$ cat src/hw/rtl/smmm_pkg.sv
`timescale 1ns / 1ps

package smmm_pkg;

  localparam int MASK_W  = 32;
  localparam int LEVEL_W = 32;
  localparam int COUNT_W = 32;
  localparam int SUM_W   = 64;

  // One quotient bit per step over the whole sum.
  localparam int DIV_STEPS = SUM_W;
  localparam int STEP_W    = $clog2(DIV_STEPS);

  typedef struct packed {
    logic acc_en;    // fold the accepted beat into the accumulators
    logic div_load;  // copy sums into the dividers
    logic div_step;  // one restoring-division step
    logic out_load;  // capture result and close the open set
  } smmm_cmd_t;

  typedef struct packed {
    logic out_free;  // output register empty or being drained this cycle
  } smmm_sts_t;

endpackage

$ cat src/hw/rtl/set_min_max_mean_reducer.sv
`timescale 1ns / 1ps
// Set reducer: folds a stream of records into one summary beat per set.
// Input channel (in_*): one record per beat, in_last_item marks the record
// that closes a set. Within a set a beat is taken every cycle.
// Output channel (out_*): one beat per set with the record count, AND and OR
// of the masks, and min, max and truncated mean of both levels.
// After the closing beat is taken, the block loads two 64-step restoring
// dividers that run side by side, one quotient bit a cycle, then fills the
// output register once that register is free.
// in_stall stays high after the closing beat is taken until the result is
// loaded into the output register.
// If the receiver stalls, the result holds in the output register; the next
// set is accepted meanwhile and waits after its division until the register
// drains. The count and the sums saturate; a mean that no longer fits a
// level reads as all ones.
// Reset (rst_n low, synchronous) closes any open set, drops a pending
// result and leaves the block ready for the first record.

module set_min_max_mean_reducer
  import smmm_pkg::*;
(
  input  logic                clk,
  input  logic                rst_n,
  input  logic                in_valid,
  output logic                in_stall,
  input  logic [MASK_W-1:0]   in_mask_bits,
  input  logic [LEVEL_W-1:0]  in_level_a,
  input  logic [LEVEL_W-1:0]  in_level_b,
  input  logic                in_last_item,
  output logic                out_valid,
  input  logic                out_stall,
  output logic [COUNT_W-1:0]  out_item_total,
  output logic [MASK_W-1:0]   out_mask_all,
  output logic [MASK_W-1:0]   out_mask_any,
  output logic [LEVEL_W-1:0]  out_a_min,
  output logic [LEVEL_W-1:0]  out_a_max,
  output logic [LEVEL_W-1:0]  out_a_mean,
  output logic [LEVEL_W-1:0]  out_b_min,
  output logic [LEVEL_W-1:0]  out_b_max,
  output logic [LEVEL_W-1:0]  out_b_mean
);

  smmm_cmd_t cmd;
  smmm_sts_t sts;

  smmm_ctrl u_ctrl (
    .clk          (clk),
    .rst_n        (rst_n),
    .in_valid     (in_valid),
    .in_last_item (in_last_item),
    .sts          (sts),
    .in_stall     (in_stall),
    .cmd          (cmd)
  );

  smmm_dp u_dp (
    .clk            (clk),
    .rst_n          (rst_n),
    .cmd            (cmd),
    .sts            (sts),
    .in_mask_bits   (in_mask_bits),
    .in_level_a     (in_level_a),
    .in_level_b     (in_level_b),
    .out_valid      (out_valid),
    .out_stall      (out_stall),
    .out_item_total (out_item_total),
    .out_mask_all   (out_mask_all),
    .out_mask_any   (out_mask_any),
    .out_a_min      (out_a_min),
    .out_a_max      (out_a_max),
    .out_a_mean     (out_a_mean),
    .out_b_min      (out_b_min),
    .out_b_max      (out_b_max),
    .out_b_mean     (out_b_mean)
  );

endmodule

$ cat src/hw/rtl/smmm_ctrl.sv
`timescale 1ns / 1ps

module smmm_ctrl
  import smmm_pkg::*;
(
  input  logic      clk,
  input  logic      rst_n,
  input  logic      in_valid,
  input  logic      in_last_item,
  input  smmm_sts_t sts,
  output logic      in_stall,
  output smmm_cmd_t cmd
);

  localparam logic [1:0] S_ACC  = 2'd0;
  localparam logic [1:0] S_LOAD = 2'd1;
  localparam logic [1:0] S_DIV  = 2'd2;
  localparam logic [1:0] S_DONE = 2'd3;

  logic [1:0]        state_r, state_nxt;
  logic [STEP_W-1:0] step_r, step_nxt;

  always_comb begin
    state_nxt = state_r;
    step_nxt  = step_r;
    cmd       = '0;
    in_stall  = 1'b1;
    case (state_r)
      S_ACC: begin
        in_stall   = 1'b0;
        cmd.acc_en = in_valid;
        if (in_valid && in_last_item) begin
          state_nxt = S_LOAD;
        end
      end
      S_LOAD: begin
        cmd.div_load = 1'b1;
        step_nxt     = '0;
        state_nxt    = S_DIV;
      end
      S_DIV: begin
        cmd.div_step = 1'b1;
        step_nxt     = step_r + 1'b1;
        if (step_r == STEP_W'(DIV_STEPS - 1)) begin
          state_nxt = S_DONE;
        end
      end
      S_DONE: begin
        // hold the finished set until the output register can take it
        if (sts.out_free) begin
          cmd.out_load = 1'b1;
          state_nxt    = S_ACC;
        end
      end
      default: begin
        state_nxt = S_ACC;
      end
    endcase
  end

  always_ff @(posedge clk) begin
    if (!rst_n) begin
      state_r <= S_ACC;
      step_r  <= '0;
    end else begin
      state_r <= state_nxt;
      step_r  <= step_nxt;
    end
  end

endmodule

$ cat src/hw/rtl/smmm_dp.sv
`timescale 1ns / 1ps

module smmm_dp
  import smmm_pkg::*;
(
  input  logic                clk,
  input  logic                rst_n,
  input  smmm_cmd_t           cmd,
  output smmm_sts_t           sts,
  input  logic [MASK_W-1:0]   in_mask_bits,
  input  logic [LEVEL_W-1:0]  in_level_a,
  input  logic [LEVEL_W-1:0]  in_level_b,
  output logic                out_valid,
  input  logic                out_stall,
  output logic [COUNT_W-1:0]  out_item_total,
  output logic [MASK_W-1:0]   out_mask_all,
  output logic [MASK_W-1:0]   out_mask_any,
  output logic [LEVEL_W-1:0]  out_a_min,
  output logic [LEVEL_W-1:0]  out_a_max,
  output logic [LEVEL_W-1:0]  out_a_mean,
  output logic [LEVEL_W-1:0]  out_b_min,
  output logic [LEVEL_W-1:0]  out_b_max,
  output logic [LEVEL_W-1:0]  out_b_mean
);

  // accumulators
  logic               in_set_r;
  logic [COUNT_W-1:0] count_r;
  logic [MASK_W-1:0]  and_r, or_r;
  logic [LEVEL_W-1:0] a_low_r, a_high_r, b_low_r, b_high_r;
  logic [SUM_W-1:0]   a_tot_r, b_tot_r;

  logic [SUM_W:0]     a_sum, b_sum;
  logic [COUNT_W-1:0] count_inc;

  // restoring dividers: dividend shifts out as the quotient shifts in
  logic [COUNT_W-1:0] a_rem_r, b_rem_r;
  logic [SUM_W-1:0]   a_dq_r, b_dq_r;
  logic [COUNT_W:0]   a_trial, b_trial;
  logic [LEVEL_W-1:0] a_mean, b_mean;

  // output register
  logic               out_valid_r;
  logic [COUNT_W-1:0] out_item_total_r;
  logic [MASK_W-1:0]  out_mask_all_r, out_mask_any_r;
  logic [LEVEL_W-1:0] out_a_min_r, out_a_max_r, out_a_mean_r;
  logic [LEVEL_W-1:0] out_b_min_r, out_b_max_r, out_b_mean_r;

  assign a_sum     = {1'b0, a_tot_r} + {{(SUM_W - LEVEL_W + 1){1'b0}}, in_level_a};
  assign b_sum     = {1'b0, b_tot_r} + {{(SUM_W - LEVEL_W + 1){1'b0}}, in_level_b};
  assign count_inc = (&count_r) ? count_r : count_r + 1'b1;

  assign a_trial = {a_rem_r, a_dq_r[SUM_W-1]} - {1'b0, count_r};
  assign b_trial = {b_rem_r, b_dq_r[SUM_W-1]} - {1'b0, count_r};

  // clip quotients that do not fit a level
  assign a_mean = (|a_dq_r[SUM_W-1:LEVEL_W]) ? '1 : a_dq_r[LEVEL_W-1:0];
  assign b_mean = (|b_dq_r[SUM_W-1:LEVEL_W]) ? '1 : b_dq_r[LEVEL_W-1:0];

  always_ff @(posedge clk) begin
    if (!rst_n) begin
      in_set_r <= 1'b0;
    end else if (cmd.out_load) begin
      in_set_r <= 1'b0;
    end else if (cmd.acc_en) begin
      in_set_r <= 1'b1;
    end
  end

  always_ff @(posedge clk) begin
    if (cmd.acc_en) begin
      if (!in_set_r) begin
        count_r  <= COUNT_W'(1);
        and_r    <= in_mask_bits;
        or_r     <= in_mask_bits;
        a_low_r  <= in_level_a;
        a_high_r <= in_level_a;
        b_low_r  <= in_level_b;
        b_high_r <= in_level_b;
        a_tot_r  <= SUM_W'(in_level_a);
        b_tot_r  <= SUM_W'(in_level_b);
      end else begin
        count_r  <= count_inc;
        and_r    <= and_r & in_mask_bits;
        or_r     <= or_r | in_mask_bits;
        a_low_r  <= (in_level_a < a_low_r)  ? in_level_a : a_low_r;
        a_high_r <= (in_level_a > a_high_r) ? in_level_a : a_high_r;
        b_low_r  <= (in_level_b < b_low_r)  ? in_level_b : b_low_r;
        b_high_r <= (in_level_b > b_high_r) ? in_level_b : b_high_r;
        a_tot_r  <= a_sum[SUM_W] ? '1 : a_sum[SUM_W-1:0];
        b_tot_r  <= b_sum[SUM_W] ? '1 : b_sum[SUM_W-1:0];
      end
    end
  end

  always_ff @(posedge clk) begin
    if (cmd.div_load) begin
      a_rem_r <= '0;
      b_rem_r <= '0;
      a_dq_r  <= a_tot_r;
      b_dq_r  <= b_tot_r;
    end else if (cmd.div_step) begin
      if (!a_trial[COUNT_W]) begin
        a_rem_r <= a_trial[COUNT_W-1:0];
      end else begin
        a_rem_r <= {a_rem_r[COUNT_W-2:0], a_dq_r[SUM_W-1]};
      end
      a_dq_r <= {a_dq_r[SUM_W-2:0], ~a_trial[COUNT_W]};
      if (!b_trial[COUNT_W]) begin
        b_rem_r <= b_trial[COUNT_W-1:0];
      end else begin
        b_rem_r <= {b_rem_r[COUNT_W-2:0], b_dq_r[SUM_W-1]};
      end
      b_dq_r <= {b_dq_r[SUM_W-2:0], ~b_trial[COUNT_W]};
    end
  end

  assign sts.out_free = !out_valid_r || !out_stall;

  always_ff @(posedge clk) begin
    if (!rst_n) begin
      out_valid_r <= 1'b0;
    end else if (cmd.out_load) begin
      out_valid_r <= 1'b1;
    end else if (!out_stall) begin
      out_valid_r <= 1'b0;
    end
  end

  always_ff @(posedge clk) begin
    if (cmd.out_load) begin
      out_item_total_r <= count_r;
      out_mask_all_r   <= and_r;
      out_mask_any_r   <= or_r;
      out_a_min_r      <= a_low_r;
      out_a_max_r      <= a_high_r;
      out_a_mean_r     <= a_mean;
      out_b_min_r      <= b_low_r;
      out_b_max_r      <= b_high_r;
      out_b_mean_r     <= b_mean;
    end
  end

  assign out_valid      = out_valid_r;
  assign out_item_total = out_item_total_r;
  assign out_mask_all   = out_mask_all_r;
  assign out_mask_any   = out_mask_any_r;
  assign out_a_min      = out_a_min_r;
  assign out_a_max      = out_a_max_r;
  assign out_a_mean     = out_a_mean_r;
  assign out_b_min      = out_b_min_r;
  assign out_b_max      = out_b_max_r;
  assign out_b_mean     = out_b_mean_r;

endmodule

$ cat config.mk
export PLATFORM = sky130hd
export DESIGN_NAME = set_min_max_mean_reducer
export DESIGN_NICKNAME = d
export VERILOG_FILES = /design/src/hw/rtl/smmm_pkg.sv /design/src/hw/rtl/set_min_max_mean_reducer.sv /design/src/hw/rtl/smmm_ctrl.sv /design/src/hw/rtl/smmm_dp.sv
export SDC_FILE = /design/constraint.sdc
export NUM_CORES = 1
export LEC_CHECK = 0
export BUFFER_PORTS_ARGS = -buffer_cell sky130_fd_sc_hd__buf_4
export CORE_MARGIN = 2
export CORE_UTILIZATION = 40
export DETAILED_ROUTE_END_ITERATION = 10
export GPL_TIMING_DRIVEN = 0
export SYNTH_ARGS = -nofsm -noshare
export SYNTH_HDL_FRONTEND = slang
export SYNTH_SLANG_ARGS = --single-unit
$ cat constraint.sdc
create_clock -name clk -period 30.5 [get_ports clk]
set_input_delay 3.05 -clock clk [delete_from_list [all_inputs] [get_ports clk]]
set_output_delay 3.05 -clock clk [all_outputs]
set_load 0.05 [all_outputs]
==> results of run 1 <==
## cell usage after synthesis (55+ instances only)
cell type  number
mux2_2        131
a31oi_1        73
clkbuf_1      101
nor2_1        258
a211oi_1       60
a21oi_1       214
dfxtp_1        74
xnor2_1       117
nand2_1       164
edfxtp_1      768
nand3_1        68
o21ai_0       115
ha_1          260
or3_1          79
nand4_1        55
a21o_1        122
inv_1         207
nor3_1         68
## critical path, cell delays in order
cell and delay (ns):
buf_4 0.15, ha_1 0.25, fa_1 0.43, a211oi_1 0.32, o21ai_0 0.20, and3b_1 0.24, o211ai_1 0.45, a2111oi_4 0.17
o21ai_1 0.66, clkbuf_1 0.49, nand2_1 0.47, o22a_1 0.31
## metal layers
layer	GRT usage	share of wire	up-vias
li1	-	-	14200
met1	0.288	0.46	14500
met2	0.333	0.46	780
met3	0.0321	0.056	161
met4	0.0594	0.025	0
met5	0	0	-
## power groups by stage
stage,Sequential (W),Combinational (W),Clock [W]
2_1_floorplan,0.00193,0.00118,0
3_3_place_gp,0.00198,0.00165,0
3_5_place_dp,0.00189,0.00171,0
4_1_cts,0.00186,0.00172,0.00114
5_1_grt,0.00190,0.00190,0.00118
6_report,0.00187,0.00172,0.00111
## path summary, 6_finish.rpt
path / from / to / slack [ns] / depth (start not counted)
max reg2reg: u_dp.a_tot_r[0] / u_dp.a_tot_r[29] / 25.72 / 11
min: u_dp.b_low_r[20] / u_dp.out_b_min[20] / 0.45 / 0
min reg2reg: u_dp.b_low_r[20] / u_dp.out_b_min[20] / 0.45 / 0
max: in_level_a[0] / u_dp.a_tot_r[29] / 23.71 / 12
## registers in the layout, summed over array words and instances (netlist names), 64 cells and up
| name | cells |
|---|---|
| u_dp.a_dq_r | 64 |
| u_dp.a_tot_r | 64 |
| u_dp.b_dq_r | 64 |
| u_dp.b_tot_r | 64 |
## cell type report
type	instances	area, um2
multi-input cells	2305	16500
inverters	208	788
repair buffers	411	3420
clock buffers	106	2310
clock inverters	62	658
flip-flops and latches	842	24500
fillers	9505	54600
well taps	1391	1740
plain buffers	121	504
## logic make-up (layout without fill, tap and decap cells)
group / Yosys count / count (layout) / synth area share
XOR/XNOR: 169 / 169 / 0.0350
AND/OR/NAND/NOR: 895 / 895 / 0.106
buffers and inverters: 329 / 908 / 0.0303
adder cells (fa/ha/maj): 264 / 264 / 0.0788
AO/OA/AOI/OAI: 805 / 805 / 0.126
multiplexers: 172 / 172 / 0.0446
flip-flops: 842 / 842 / 0.580
## through the flow
stage                     setup WS, ns  std cells   util
after detailed placement         23.03       5278  0.452
final                            23.71       5446  0.480
after CTS                        23.75       5446  0.480
after floorplan                   5.31       3476      -
after global placement           -6.74       5257  0.447
after global routing             23.51       5446  0.480
==> qor.csv, run 1 <==
metric,value,unit
vias,29600,
rsz0062_at_grt,no,
worstMarginPinSlew,1.31,ns
p_sw_frac,0.364,
post_cts_buffers,0,
synth-async-reset-ratio,0,
rows,119,
cts_buffers,90,
grt_util_all_layers,0.206,
fin_setup_tns,0,ns
ys_warn_count,0,
synth_top_area_frac,0.545,
grt_first_pass_wirelength,173,mm
finalCritPeriodShare,0.223,
coreArea,105000,um2
syn_avg_cell_area,12.2,um2
port_buffers,390,
post-route-min-period,6.79,ns
wire_per_inst,20.9,um
drive_above_1_share,0.178,
relSlewSlack,0.118,
gr-total-overflow,0,
hold_viol_final,0,
mostFrequentLayoutCells,"768 x edfxtp_1, 393 x buf_4, 259 x ha_1, 258 x nor2_1, 213 x a21oi_1",
synth_nets,3841,
synthFlopType,edfxtp_1,
setup_violations,0,
startpoint_type,primary input,
cts_resized,0,
combPwrFrac,0.366,
antenna_found_initial,1,
layout_commonest_cell,edfxtp_1,
power,0.00470,W
holdWs,0.447,ns
fp.dieH,329,um
slew_viol_final,0,
ys_seq_area_frac,0.580,
syn2layout_area_growth,19.4,%
crit_path_end_kind,flop,
dp_hpwl,83.7,mm
fmax,147,MHz
drc,0,
skew,0.0227,ns
p_int,0.00299,W
cts_max_level,3,
clk_latency,0.69,ns
wirelength,114,mm
cp_max_fo,10,
grt_max_degree,111,
clockBufferDepth,3,
cts_tree,done,
cts.clk_slew.worst_paths,0.06,ns
holdCritPathClass,flop to flop,
synth_area_leaders,"edfxtp_1 54%, ha_1 7.7%, dfxtp_1 3.5%",
vdd_drop_max,0.0000596,V
postRouteAntennaNets,0,
gp_congestion,0.893,
root_buffer,clkbuf_16,
seq_power_share,0.397,
dieArea,108000,um2
cp.required,30.91,ns
die_width,329,um
drt_iter0_drc,2174,
synth_top_area_cell,edfxtp_1,
p_leak,18.9,nW
layout.nets,4344,
grt_pass1_vias,28800,
power_density,93.0,nW/um2
dr.pass1.iters,7,
viasPerCell,5.44,
io-pin-count,391,
synth_edf_count,768,
num_antenna_cells,0,
pwr-share-clk,0.236,
ys_ff_latch,842,
cts_sinks,842,
syn-cell-area,42300,um2
status,"finished, final reports clean",
synthDistinctLibCells,88,
placed_area,47500,um2
maxCapViolCount,0,
start_util,0.403,
cts_hold_buf,0,
cp.arrival,7.20,ns
switchingPower,0.00171,W
syn-instance-count,3476,
worstSetupPathType,primary input to flop,
post-route-cell-area,50500,um2
Power figures use the tool's default switching activity.
==> run 2, diff against run 1 <==
Clock period 30.5 ns to 6.95 ns, I/O delays scaled along.
==> qor.csv, run 2 (synthesized netlist as in run 1, its figures left out) <==
metric,value,unit
clk_latency,0.68,ns
drt_iter0_drc,2128,
holdCritPathClass,primary input to flop,
grt_max_degree,109,
grt_util_all_layers,0.207,
post-route-cell-area,50500,um2
dr.pass1.iters,5,
setup_violations,0,
cts_sinks,842,
gp_congestion,0.891,
vias,29700,
cts_hold_buf,0,
placed_area,47500,um2
layout_commonest_cell,edfxtp_1,
cp.arrival,5.27,ns
place_ws,1.88,ns
finalCritPeriodShare,0.675,
cts_buffers,93,
crit_path_end_kind,flop,
holdWs,0.259,ns
io-pin-count,391,
dp_hpwl,83.7,mm
vdd_drop_max,0.000286,V
startpoint_type,flop,
holdPathStages,1,
worstSetupPathType,flop to flop,
cp.required,7.53,ns
rows,119,
rsz0062_at_grt,no,
power_density,408,nW/um2
cts_max_level,3,
hold_viol_final,0,
cts_tree,done,
maxCapViolCount,0,
drc,0,
grt_pass1_vias,28900,
cts_resized,0,
cts.clk_slew.worst_paths,0.06,ns
postRouteAntennaNets,0,
wire_per_inst,21.0,um
drive_above_1_share,0.180,
gr-total-overflow,0,
die_width,329,um
grt_first_pass_wirelength,173,mm
slew_viol_final,0,
fp.dieH,329,um
coreArea,105000,um2
layout.nets,4346,
syn2layout_area_growth,19.3,%
start_util,0.403,
relSlewSlack,0.0645,
setup_ws,2.26,ns
critPathMaxStageDelay,0.75,ns
port_buffers,390,
viasPerCell,5.45,
place_inst,5277,
worstMarginPinSlew,1.39,ns
p_leak,18.9,nW
cp_max_fo,10,
skew,0.0317,ns
dieArea,108000,um2
mostFrequentLayoutCells,"768 x edfxtp_1, 393 x buf_4, 259 x ha_1, 258 x nor2_1, 213 x a21oi_1",
status,"finished, final reports clean",
num_antenna_cells,0,
critical-path-slowest-cell,xnor2_1,
root_buffer,clkbuf_16,
cp_common_cell,inv_1,
clockBufferDepth,3,
wirelength,115,mm
post_cts_buffers,0,
r2r_cells,13,
fmax,213,MHz
power,0.0206,W
post-route-min-period,4.69,ns
fin_cells,5450,
antenna_found_initial,2,
worstPathCellList,inv_1 > ha_1 > inv_1 > fa_1 > a21oi_1 > a2bb2oi_1 > o211ai_1 > a211oi_1 > o31ai_2 > xnor2_1 > clkbuf_1 > nand2_1 > a311oi_1,
-- run 2: where the power goes --
| part | internal, W | leakage, nW | switching (W) |
|---|---|---|---|
| Combinational | 0.00288 | 9.89 | 0.00466 |
| Sequential | 0.00740 | 7.58 | 0.000786 |
| Clock | 0.00279 | 1.46 | 0.00210 |
-- run 2: through the flow --
step	setup TNS (ns)	util
CTS	0	0.480
finish	0	0.480
detailed placement	0	0.452
floorplan	0	-
global placement	-1040.42	0.447
global route	0	0.480
-- run 2: worst paths after layout --
path / from / to / slack (ns)
max: u_dp.a_dq_r[63] / u_dp.a_rem_r[16] / 2.26
min: in_level_a[13] / u_dp.a_low_r[13] / 0.26
max reg2reg: u_dp.a_dq_r[63] / u_dp.a_rem_r[16] / 2.26
min reg2reg: u_dp.a_high_r[10] / u_dp.out_a_max[10] / 0.44
-- run 2: cell type report --
class,count,area (um2)
fill,9543,54600
sequential,842,24500
multi-input combinational,2305,16500
timing repair buffer,410,3370
clock buffer,117,2510
tap,1391,1740
inverter,208,788
buffer,121,503
clock inverter,56,493
-- run 2: worst max-delay path: cells and delay by family, from the launching register on --
family                     cells  cell delay [ns]
AOI/OAI and AO/OA              6             1.84
buffers and inverters          3             0.75
xor gates and xnor gates       1             0.75
adders and majority gates      2             0.57
DFF                            1             0.55
and+or+nand+nor                1             0.12
-- run 2: per-layer routing --
metal,GRT usage,wire [um],vias to the layer above
li1,-,-,14200
met4,0.0647,2970,0
met3,0.0283,6110,174
met1,0.289,52600,14600
met2,0.334,53100,750
met5,0,0,-
